<file path="src/design/plle_pkg.sv">
`timescale 1ns / 1ps
// ----------------------------------------------------------------------------
// plle_pkg
// shared types and constants of the positional list engine
// ----------------------------------------------------------------------------
package plle_pkg;

	localparam int CAP_DEF = 16;
	localparam int OP_W    = 3;
	localparam int VAL_W   = 32;
	localparam int POS_W   = 8;
	localparam int STAT_W  = 2;

	typedef enum logic [OP_W-1:0] {
		OP_INS_HEAD = 3'd0,
		OP_INS_TAIL = 3'd1,
		OP_INS_POS  = 3'd2,
		OP_DEL_POS  = 3'd3,
		OP_DEL_HEAD = 3'd4,
		OP_DEL_TAIL = 3'd5,
		OP_DUMP     = 3'd6
	} opcode_t;

	typedef enum logic [STAT_W-1:0] {
		STAT_OK     = 2'd0,
		STAT_EMPTY  = 2'd1,
		STAT_BADPOS = 2'd2,
		STAT_FULL   = 2'd3
	} status_t;

	typedef enum logic [1:0] {
		CELL_HOLD,
		CELL_INS,
		CELL_DEL,
		CELL_ROT
	} cell_op_t;

	// command broadcast to every cell of the chain
	typedef struct packed {
		cell_op_t                op;
		logic [POS_W-1:0]        idx;
		logic signed [VAL_W-1:0] value;
	} cell_ctl_t;

	typedef enum logic {
		ST_IDLE,
		ST_DUMP
	} state_t;

endpackage

</file>
<file path="src/design/plle_in_if.sv">
`timescale 1ns / 1ps
// ----------------------------------------------------------------------------
// plle_in_if
// command channel: opcode, value and position with valid/ready
// ----------------------------------------------------------------------------
interface plle_in_if;
	logic                            valid;
	logic                            ready;
	logic [plle_pkg::OP_W-1:0]       opcode;
	logic signed [plle_pkg::VAL_W-1:0] value;
	logic [plle_pkg::POS_W-1:0]      position;

	modport source (output valid, output opcode, output value, output position, input ready);
	modport sink   (input valid, input opcode, input value, input position, output ready);
endinterface

</file>
<file path="src/design/plle_out_if.sv">
`timescale 1ns / 1ps
// ----------------------------------------------------------------------------
// plle_out_if
// result channel: status, element and last mark with valid/ready
// ----------------------------------------------------------------------------
interface plle_out_if;
	logic                              valid;
	logic                              ready;
	logic [plle_pkg::STAT_W-1:0]       status;
	logic signed [plle_pkg::VAL_W-1:0] element;
	logic                              last;

	modport source (output valid, output status, output element, output last, input ready);
	modport sink   (input valid, input status, input element, input last, output ready);
endinterface

</file>
<file path="src/design/plle_cell.sv">
`timescale 1ns / 1ps
// ----------------------------------------------------------------------------
// plle_cell
// one storage slot of the list; takes from its left or right neighbor
// ----------------------------------------------------------------------------
module plle_cell #(
	parameter int IDX = 0
) (
	input  logic                              clk,
	input  plle_pkg::cell_ctl_t               ctl,
	input  logic signed [plle_pkg::VAL_W-1:0] left,
	input  logic signed [plle_pkg::VAL_W-1:0] right,
	input  logic signed [plle_pkg::VAL_W-1:0] head,
	output logic signed [plle_pkg::VAL_W-1:0] value
);
	import plle_pkg::*;

	localparam logic [POS_W-1:0] MY_IDX = POS_W'(IDX);

	logic signed [VAL_W-1:0] val_q;

	always_ff @(posedge clk) begin
		case (ctl.op)
			CELL_INS: begin
				// open a gap at idx, everything behind moves one slot back
				if (MY_IDX > ctl.idx) begin
					val_q <= left;
				end else if (MY_IDX == ctl.idx) begin
					val_q <= ctl.value;
				end
			end
			CELL_DEL: begin
				if (MY_IDX >= ctl.idx) begin
					val_q <= right;
				end
			end
			CELL_ROT: begin
				// idx holds the tail slot, which takes the old head
				if (MY_IDX == ctl.idx) begin
					val_q <= head;
				end else if (MY_IDX < ctl.idx) begin
					val_q <= right;
				end
			end
			default: begin
				val_q <= val_q;
			end
		endcase
	end

	assign value = val_q;

endmodule

</file>
<file path="src/design/positional_list_engine.sv">
`timescale 1ns / 1ps
// ----------------------------------------------------------------------------
// positional_list_engine
// bounded ordered list of signed 32-bit values held in a chain of cells
// ----------------------------------------------------------------------------
// result: an edit is answered in the cycle after its command is accepted
// throughput: one edit per cycle when the result side keeps up; a dump of
//   count elements streams one element per cycle, also only while the
//   result side keeps up, each taken from the head as the chain rotates
// reset: arst_n clears the element count and the control state; cell
//   contents are not reset and are only read below the count
// ----------------------------------------------------------------------------
module positional_list_engine #(
	parameter int CAPACITY = plle_pkg::CAP_DEF
) (
	input logic        clk,
	input logic        arst_n,
	plle_in_if.sink    cmd,
	plle_out_if.source rsp
);
	import plle_pkg::*;

	localparam int CNT_W = $clog2(CAPACITY + 1);
	localparam logic [CNT_W-1:0] CNT_FULL = CNT_W'(CAPACITY);

	// control state
	state_t           state_q, state_d;
	logic [CNT_W-1:0] count_q, count_d;
	logic [CNT_W-1:0] dump_idx_q;

	// output register
	logic                    out_vld_q;
	logic [STAT_W-1:0]       out_stat_q;
	logic signed [VAL_W-1:0] out_elem_q;
	logic                    out_last_q;

	// next output values
	logic                    out_load;
	status_t                 out_stat_d;
	logic signed [VAL_W-1:0] out_elem_d;
	logic                    out_last_d;

	logic       out_free;
	logic       cmd_fire;
	logic       dump_start;
	logic       dump_step;
	logic       dump_last;
	logic       full;
	logic       empty;
	logic [POS_W-1:0] cnt_p;
	logic       ins_pos_bad;
	logic       del_pos_bad;
	opcode_t    op;
	cell_ctl_t  cell_ctl;

	// chain wiring
	logic signed [VAL_W-1:0] vals [CAPACITY];

	// output register can take a new result this cycle
	assign out_free = !out_vld_q || rsp.ready;
	assign cmd.ready = (state_q == ST_IDLE) && out_free;
	assign cmd_fire  = cmd.valid && cmd.ready;
	assign op        = opcode_t'(cmd.opcode);

	assign full  = (count_q == CNT_FULL);
	assign empty = (count_q == '0);
	assign cnt_p = POS_W'(count_q);

	// positions are one-based; insert allows count+1, delete stops at count
	assign ins_pos_bad = (cmd.position == '0) || (cmd.position > cnt_p + POS_W'(1));
	assign del_pos_bad = (cmd.position == '0) || (cmd.position > cnt_p);

	assign dump_start = cmd_fire && (op == OP_DUMP) && !empty;
	assign dump_step  = (state_q == ST_DUMP) && out_free;
	assign dump_last  = (dump_idx_q == count_q - CNT_W'(1));

	// next state
	always_comb begin
		state_d = state_q;
		unique case (state_q)
			ST_IDLE: begin
				if (dump_start) begin
					state_d = ST_DUMP;
				end
			end
			ST_DUMP: begin
				if (dump_step && dump_last) begin
					state_d = ST_IDLE;
				end
			end
			default: begin
				state_d = ST_IDLE;
			end
		endcase
	end

	// outputs: result, cell command and count update
	always_comb begin
		out_load       = 1'b0;
		out_stat_d     = STAT_OK;
		out_elem_d     = '0;
		out_last_d     = 1'b1;
		count_d        = count_q;
		cell_ctl.op    = CELL_HOLD;
		cell_ctl.idx   = '0;
		cell_ctl.value = cmd.value;

		unique case (state_q)
			ST_IDLE: begin
				if (cmd_fire) begin
					out_load = 1'b1;
					case (op)
						OP_INS_HEAD, OP_INS_TAIL: begin
							if (full) begin
								out_stat_d = STAT_FULL;
							end else begin
								cell_ctl.op  = CELL_INS;
								cell_ctl.idx = (op == OP_INS_HEAD) ? '0 : cnt_p;
								count_d      = count_q + CNT_W'(1);
							end
						end
						OP_INS_POS: begin
							// position check wins over fullness
							if (ins_pos_bad) begin
								out_stat_d = STAT_BADPOS;
							end else if (full) begin
								out_stat_d = STAT_FULL;
							end else begin
								cell_ctl.op  = CELL_INS;
								cell_ctl.idx = cmd.position - POS_W'(1);
								count_d      = count_q + CNT_W'(1);
							end
						end
						OP_DEL_POS: begin
							if (empty) begin
								out_stat_d = STAT_EMPTY;
							end else if (del_pos_bad) begin
								out_stat_d = STAT_BADPOS;
							end else begin
								cell_ctl.op  = CELL_DEL;
								cell_ctl.idx = cmd.position - POS_W'(1);
								count_d      = count_q - CNT_W'(1);
							end
						end
						OP_DEL_HEAD, OP_DEL_TAIL: begin
							if (empty) begin
								out_stat_d = STAT_EMPTY;
							end else begin
								cell_ctl.op  = CELL_DEL;
								cell_ctl.idx = (op == OP_DEL_HEAD) ? '0 : cnt_p - POS_W'(1);
								count_d      = count_q - CNT_W'(1);
							end
						end
						OP_DUMP: begin
							// a non-empty list streams from the dump state instead
							out_load   = empty;
							out_stat_d = STAT_EMPTY;
						end
						default: begin
							// unused opcode is swallowed without a result
							out_load = 1'b0;
						end
					endcase
				end
			end
			ST_DUMP: begin
				if (dump_step) begin
					// head goes out, the chain rotates so the list is whole again
					// once every element has gone out
					out_load     = 1'b1;
					out_elem_d   = vals[0];
					out_last_d   = dump_last;
					cell_ctl.op  = CELL_ROT;
					cell_ctl.idx = cnt_p - POS_W'(1);
				end
			end
			default: begin
				out_load = 1'b0;
			end
		endcase
	end

	// control registers
	always_ff @(posedge clk or negedge arst_n) begin
		if (!arst_n) begin
			state_q    <= ST_IDLE;
			count_q    <= '0;
			dump_idx_q <= '0;
			out_vld_q  <= 1'b0;
		end else begin
			state_q <= state_d;
			count_q <= count_d;
			if (dump_start) begin
				dump_idx_q <= '0;
			end else if (dump_step) begin
				dump_idx_q <= dump_idx_q + CNT_W'(1);
			end
			if (out_load) begin
				out_vld_q <= 1'b1;
			end else if (rsp.ready) begin
				out_vld_q <= 1'b0;
			end
		end
	end

	// result payload
	always_ff @(posedge clk) begin
		if (out_load) begin
			out_stat_q <= out_stat_d;
			out_elem_q <= out_elem_d;
			out_last_q <= out_last_d;
		end
	end

	assign rsp.valid   = out_vld_q;
	assign rsp.status  = out_stat_q;
	assign rsp.element = out_elem_q;
	assign rsp.last    = out_last_q;

	// chain of cells, slot 0 is the head
	for (genvar i = 0; i < CAPACITY; i++) begin : g_cell
		logic signed [VAL_W-1:0] left_val;
		logic signed [VAL_W-1:0] right_val;

		if (i == 0) begin : g_first
			assign left_val = cmd.value;
		end else begin : g_mid_l
			assign left_val = vals[i-1];
		end

		if (i == CAPACITY - 1) begin : g_end
			assign right_val = vals[i];
		end else begin : g_mid_r
			assign right_val = vals[i+1];
		end

		plle_cell #(
			.IDX (i)
		) u_cell (
			.clk   (clk),
			.ctl   (cell_ctl),
			.left  (left_val),
			.right (right_val),
			.head  (vals[0]),
			.value (vals[i])
		);
	end

endmodule

</file>
<file path="src/flat_wrapper.sv">
// flat-port wrapper written by rule: the top's interface ports become plain ports
module positional_list_engine_flat import plle_pkg::*;
#(
	parameter int CAPACITY = plle_pkg::CAP_DEF
)
  (clk, arst_n, cmd_valid, cmd_opcode, cmd_value, cmd_position, cmd_ready, rsp_valid, rsp_status, rsp_element, rsp_last, rsp_ready);
  plle_in_if cmd_i ();
  plle_out_if rsp_i ();
  input logic clk;
  input logic arst_n;
  input wire logic [$bits(cmd_i.valid)-1:0] cmd_valid;
  input wire logic [$bits(cmd_i.opcode)-1:0] cmd_opcode;
  input wire logic [$bits(cmd_i.value)-1:0] cmd_value;
  input wire logic [$bits(cmd_i.position)-1:0] cmd_position;
  output wire logic [$bits(cmd_i.ready)-1:0] cmd_ready;
  output wire logic [$bits(rsp_i.valid)-1:0] rsp_valid;
  output wire logic [$bits(rsp_i.status)-1:0] rsp_status;
  output wire logic [$bits(rsp_i.element)-1:0] rsp_element;
  output wire logic [$bits(rsp_i.last)-1:0] rsp_last;
  input wire logic [$bits(rsp_i.ready)-1:0] rsp_ready;
  assign cmd_i.valid = cmd_valid;
  assign cmd_i.opcode = cmd_opcode;
  assign cmd_i.value = cmd_value;
  assign cmd_i.position = cmd_position;
  assign cmd_ready = cmd_i.ready;
  assign rsp_valid = rsp_i.valid;
  assign rsp_status = rsp_i.status;
  assign rsp_element = rsp_i.element;
  assign rsp_last = rsp_i.last;
  assign rsp_i.ready = rsp_ready;
  positional_list_engine #(.CAPACITY(CAPACITY)) u_core (.clk(clk), .arst_n(arst_n), .cmd(cmd_i), .rsp(rsp_i));
endmodule
</file>
<file path="config.mk">
export PLATFORM = sky130hd
export DESIGN_NAME = positional_list_engine_flat
export DESIGN_NICKNAME = d
export VERILOG_FILES = /design/src/design/plle_pkg.sv /design/src/design/plle_in_if.sv /design/src/design/plle_out_if.sv /design/src/design/plle_cell.sv /design/src/design/positional_list_engine.sv /design/src/flat_wrapper.sv
export SDC_FILE = /design/constraint.sdc
export NUM_CORES = 2
export LEC_CHECK = 0
export ABC_CLOCK_PERIOD_IN_PS = 8200
export CAP_MARGIN = 30
export CORE_MARGIN = 2
export CORE_UTILIZATION = 30
export CTS_CLUSTER_SIZE = 40
export DETAILED_ROUTE_END_ITERATION = 16
export DONT_BUFFER_PORTS = 1
export HOLD_SLACK_MARGIN = 0.1
export SETUP_SLACK_MARGIN = 0.02
export SLEW_MARGIN = 20
export SYNTH_ARGS = -nofsm -noshare
export SYNTH_HDL_FRONTEND = slang
export SYNTH_HIERARCHICAL = 1
export SYNTH_SLANG_ARGS = --single-unit
</file>
<file path="constraint.sdc">
create_clock -name clk -period 8.2 [get_ports clk]
set_input_delay 1.64 -clock clk [delete_from_list [all_inputs] [get_ports clk]]
set_output_delay 1.64 -clock clk [all_outputs]
set_load 0.01 [all_outputs]
</file>
# Word-level counts from Yosys, hierarchy flattened
# Cells that the tools add are included.
[op_classes]
eq_ne = 78
muxes = 129
add_sub_neg = 6
reduce_logical = 42
bitwise_logic = 2
n_lt_le_gt_ge = 48
[ops]
columns = ["op", "n"]
rows = [
  ["$mux 32", 78],
  ["$pmux 32 s3", 15],
  ["$ne 3x3->1 const B", 30],
  ["$eq 4x8->1 const A", 8],
  ["$gt 4x8->1 const A", 8],
  ["$pmux 32 s2", 1],
  ["$mux 10", 6],
  ["$ge 4x8->1 const A", 7],
  ["$lt 4x8->1 const A", 7],
  ["$reduce_and 4->1", 14],
  ["$ne 2x2->1 const B", 22],
  ["$mux 5", 8],
  ["$pmux 10 s4", 1],
  ["$eq 3x8->1 const A", 4],
  ["$ge 3x8->1 const A", 4],
  ["$gt 3x8->1 const A", 4],
  ["$lt 3x8->1 const A", 4],
  ["$pmux 10 s2", 1],
  ["$pmux 5 s4", 1],
  ["$mux 9", 2],
  ["$eq 2x8->1 const A", 2],
  ["$ge 1x8->1 const A", 2],
  ["$ge 2x8->1 const A", 2],
  ["$gt 1x8->1 const A", 2],
  ["39 further kinds", 72],
]
[word_totals]
out_inout_bits = 37
ff_bits = 559
inputBits = 47
wordCells = 328

# Depth between registers and ports, before layout
[depth]
depth_word = 11
ltp_mapped = 17
ltp_nobuf = 14

# Modules after synthesis
# The synthesis kept the hierarchy.
[modules_own_cells]
columns = ["module", "seq_area_each_um2", "n_inst", "area_each_um2", "cells_per_inst"]
rows = [
  ["positional_list_engine", 1351.3, 1, 3010.4, 282],
  ["plle_cell at u_core.g_cell[9].u_cell", 960.9, 1, 2904.0, 284],
  ["plle_cell at u_core.g_cell[5].u_cell", 960.9, 1, 2676.3, 288],
  ["plle_cell at u_core.g_cell[0].u_cell", 960.9, 1, 2381.0, 232],
  ["plle_cell at u_core.g_cell[7].u_cell", 960.9, 1, 2125.8, 185],
  ["plle_cell at u_core.g_cell[15].u_cell", 960.9, 1, 2118.3, 147],
  ["plle_cell at u_core.g_cell[13].u_cell", 960.9, 1, 2100.8, 149],
  ["plle_cell at u_core.g_cell[10].u_cell", 960.9, 1, 2070.7, 149],
  ["plle_cell at u_core.g_cell[8].u_cell", 960.9, 1, 2062.0, 147],
  ["plle_cell at u_core.g_cell[6].u_cell", 960.9, 1, 2028.2, 174],
  ["plle_cell at u_core.g_cell[2].u_cell", 960.9, 1, 1976.9, 186],
  ["plle_cell at u_core.g_cell[12].u_cell", 960.9, 1, 1966.9, 150],
  ["plle_cell at u_core.g_cell[3].u_cell", 960.9, 1, 1924.3, 155],
  ["plle_cell at u_core.g_cell[4].u_cell", 960.9, 1, 1873.0, 158],
  ["+3 rows", "--", "--", "--", "--"],
]

# Worst setup path after synthesis
# No wires, ideal clock.
[synth_path]
path_kind = "in2reg"
from = "input cmd_position[5]"
to = "register u_core.g_cell[9].u_cell.val_q[0], enable pin"
t_arrival_ns = 8.003
setup_ns = 0.470
stages = 11
n_path_buf = 2
t_required_ns = 7.730
path_slack_ns = -0.273
cell_sequence = "ha_1 > a2111oi_4 > o31a_1 > nor2_1 > a211oi_2 > a21oi_1 > o21ai_1 > clkbuf_1 > clkbuf_1 > nand2_1 > a211oi_1"
[synth_lines]
columns = ["element", "line_no", "text"]
rows = [
  ["start, declared", "flat_wrapper.sv:14", "input wire logic [$bits(cmd_i.position)-1:0] cmd_position;"],
  ["end signal, assigned", "plle_cell.sv:27", "val_q <= left;"],
  ["end signal, assigned", "plle_cell.sv:29", "val_q <= ctl.value;"],
  ["end signal, assigned", "plle_cell.sv:34", "val_q <= right;"],
  ["end, declared", "plle_cell.sv:20", "logic signed [VAL_W-1:0] val_q;"],
]

==> metrics.txt <==
multiplexer share of the synthesized area=20.1%; pre-CTS setup slack=1.87 ns; Synth area leaders=edfxtp_1 (45%), mux2i_1 (20%), a22oi_1 (3.6%), a311oi_1 (2.3%), nand2_1 (1.7%); cts repair resizes=0; Synth Area in Compound Gates=15.9%; cell row count=128; status=complete, no violations; Layout Area Growth over Synthesis=10.2%; vias per std cell=6.19; # setup viols final=0; final net count=3085; main combinational cell family by area after synthesis=multiplexers; Peak Freq=165 MHz; Die Ht=354 um; sequential-to-total area share from yosys stat=45.5%; TritonRoute pass-1 iters=8; die area=125000 um2; Initial Util=30.2%; Port Buf Inserts=0; unique cell type count in the Yosys netlist=97; Post-synth top cells=mux2i_1 (737), edfxtp_1 (547), a22oi_1 (177); Critical Path End Type=flip-flop; Worst Hold Path EP=u_core/dump_idx_q[4]$_DFFE_PN0P_; Reg area=16700 um2; Post-Syn Nets=3207; WL final=133000 um; CTS tree=yes; post-route insts no fill=4702; largest net degree at the start of global routing=160; I/O Pins=84; Num CTS Buffers=68; number of synthesized flops with an enable pin=547; Clk pin slew, worst setup/hold paths=0.06 ns; RD Place Congestion=0.894; Filler cells=12163; fin crit share=74.1%; post-synthesis register bit count=559; Multi-input gate area=18200 um2; First DRT Iteration DRCs=3703; Root Buffer=clkbuf_16; GRT Overall Usage=20.4%; Worst R2R End=u_core/g_cell[7].u_cell/value[29]$_DFFE_PP_; hold_buf cts=0; Post-Syn Area=36800 um2; Worst-Skew Late Latency=0.66 ns; antenna viol nets, final=0; post-synthesis simple-gate area fraction=11.1%; type of origin of the critical path=flip-flop; GR Overflow Total=0; R2R Setup Slk=2.12 ns; async set-reset flop share out of synthesis=2.15%; maximum capacitance violations=0; antenna violations before repair=2; xor and xnor area share after synthesis=0.572%; min cycle time layout=6.08 ns; RSZ-0062 raised after global routing=false; Longest Clk Path Bufs=3; number of global-route vias before repair=28211; adder-cell area share of the yosys netlist=0.572%; clk sinks=559; Wirelength per Cell=28.3 um; Setup CP Type=flip-flop to flip-flop; Residual DRC=0; first-pass GRT wire length=196000 um; most frequent cell after synthesis=mux2i_1; DP Cell Count=4571; HP Start=u_core/dump_idx_q[4]$_DFFE_PN0P_; worst min path class=flip-flop to flip-flop; final number of hold-violating endpoints=0; Crit path required time=8.53 ns; Avg Inst Size Synth=11.7 um2; core area=122000 um2; Slew Limit Fails=0; post-synth top area share=44.7%; Rel. slew slack=31.6%; most used flip-flop cell after synthesis=edfxtp_1; Die Width=354 um; Data arrival, critical path=6.41 ns; setup ws final=2.12 ns; Setup TNS=0 ns; worst hold stages=2; crit-path max FO=33; Reg2Reg Launch Point=u_core/count_q[0]$_DFFE_PN0P_; total setup buffers inserted after CTS=0; R2R cell count=15; clock skew=0.0571 ns; layout cells sized above 1=13.0%; Syn Inst Count=3144; via count=29086; Ys Warns=6; Detailed Place HPWL=80600 um; Slew @ Worst Pin=1.03 ns; post-synth top area cell=edfxtp_1; H-tree depth=3
[worst max-delay path by stage]
stage / start / endpoint / cells after the start
finish: u_core/count_q[0]$_DFFE_PN0P_ / u_core/g_cell[7].u_cell/value[29]$_DFFE_PP_ / 15
global route: u_core/count_q[2]$_DFFE_PN0P_ / u_core/g_cell[7].u_cell/value[13]$_DFFE_PP_ / 15
CTS: u_core/count_q[0]$_DFFE_PN0P_ / u_core/g_cell[7].u_cell/value[29]$_DFFE_PP_ / 15
detailed placement: cmd_position[5] / u_core/g_cell[7].u_cell/value[29]$_DFFE_PP_ / 13
global placement: cmd_position[5] / u_core/g_cell[7].u_cell/value[13]$_DFFE_PP_ / 13
floorplan: cmd_position[5] / u_core/g_cell[6].u_cell/value[0]$_DFFE_PP_ / 9
[area by class of cell]
| cell class | instances | share of cell area [%] |
|---|---|---|
| Multi-Input combinational cell | 2192 | 44.8 |
| Clock inverter | 39 | 0.920 |
| Tap cell | 1625 | 5.02 |
| Antenna cell | 1 | 0.00617 |
| Clock buffer | 85 | 4.40 |
| Sequential cell | 559 | 41.3 |
| Inverter | 88 | 0.815 |
| Timing Repair Buffer | 113 | 2.73 |
[sequential cells by signal, indices dropped and copies added, names as in the netlist]
| register | flops |
|---|---|
| u_core/rsp.element | 32 |
| u_core/rsp.status | 2 |
| u_core/dump_idx_q | 5 |
| u_core/count_q | 5 |
| u_core/rsp.valid | 1 |
| u_core/state_q | 1 |
| u_core/rsp.last | 1 |
| u_core/g_cell.u_cell/value | 512 |
[per-layer routing]
| metal | wire (um) | vias up | part of all wire (%) | global-route usage, % |
|---|---|---|---|---|
| li1 | - | 12316 | - | - |
| met1 | 54900 | 14820 | 41 | 27.7 |
| met2 | 58200 | 1677 | 44 | 30.6 |
| met3 | 14000 | 273 | 11 | 5.21 |
| met4 | 5850 | 0 | 4.4 | 8.56 |
| met5 | 0 | - | 0 | 0 |
[per-stage QoR]
stage / utilization, % / instance area [um2] / hold slack [ns]
after CTS: 33.2 / 40400 / 0.584
final: 33.3 / 40500 / 0.582
after global placement: 31.3 / 38000 / 0.557
after detailed placement: 31.4 / 38300 / 0.565
after floorplan: - / 36800 / 0.525
after global routing: 33.3 / 40500 / 0.613
[critical path: stages (launching register included)]
cell and delay [ns]:
dfrtp_1 0.58, inv_1 0.19, nor3_1 0.35, nand3_1 0.16, ha_1 0.35, a2111oi_4 0.32
nand3_1 0.26, a21oi_2 0.26, o21ai_4 0.14, o21ai_2 0.65, buf_4 0.38, nand4b_1 0.28
nor3b_4 0.25, buf_4 0.36, a311oi_4 0.87, buf_12 0.29
[cell families (layout without fill, tap and decap cells)]
group / after synthesis / count (layout)
multiplexers: 740 / 740
XOR/XNOR: 24 / 24
adder cells (fa/ha/maj): 17 / 17
buffers and inverters: 393 / 325
AO/OA/AOI/OAI: 756 / 756
other: 0 / 1
flip-flops: 559 / 559
AND/OR/NAND/NOR: 655 / 655
[cell usage in the layout, fill, tap and decap left out, drive strengths merged, types with 5 or more instances in the layout]
master / instances
nor2: 63
o22ai: 5
xor2: 10
a2bb2oi: 32
a21oi: 20
nand4: 39
ha: 16
inv: 90
a31oi: 9
or4: 14
edfxtp: 547
a211oi: 43
xnor2: 14
nor3: 18
o211ai: 34
or3: 7
and4: 35
nand3: 53
dfrtp: 12
clkbuf: 85
a22oi: 177
o21ai: 194
buf: 113
o221ai: 83
nand2: 174
and3: 34
a2111oi: 33
a311oi: 98
nor2b: 38
nand2b: 40
nor4: 117
mux2i: 737
clkinv: 32
o21a: 5
Power is left out: the tool's default activity adds up to more than one toggle a clock period on the data nets, which glitch-free logic cannot reach.
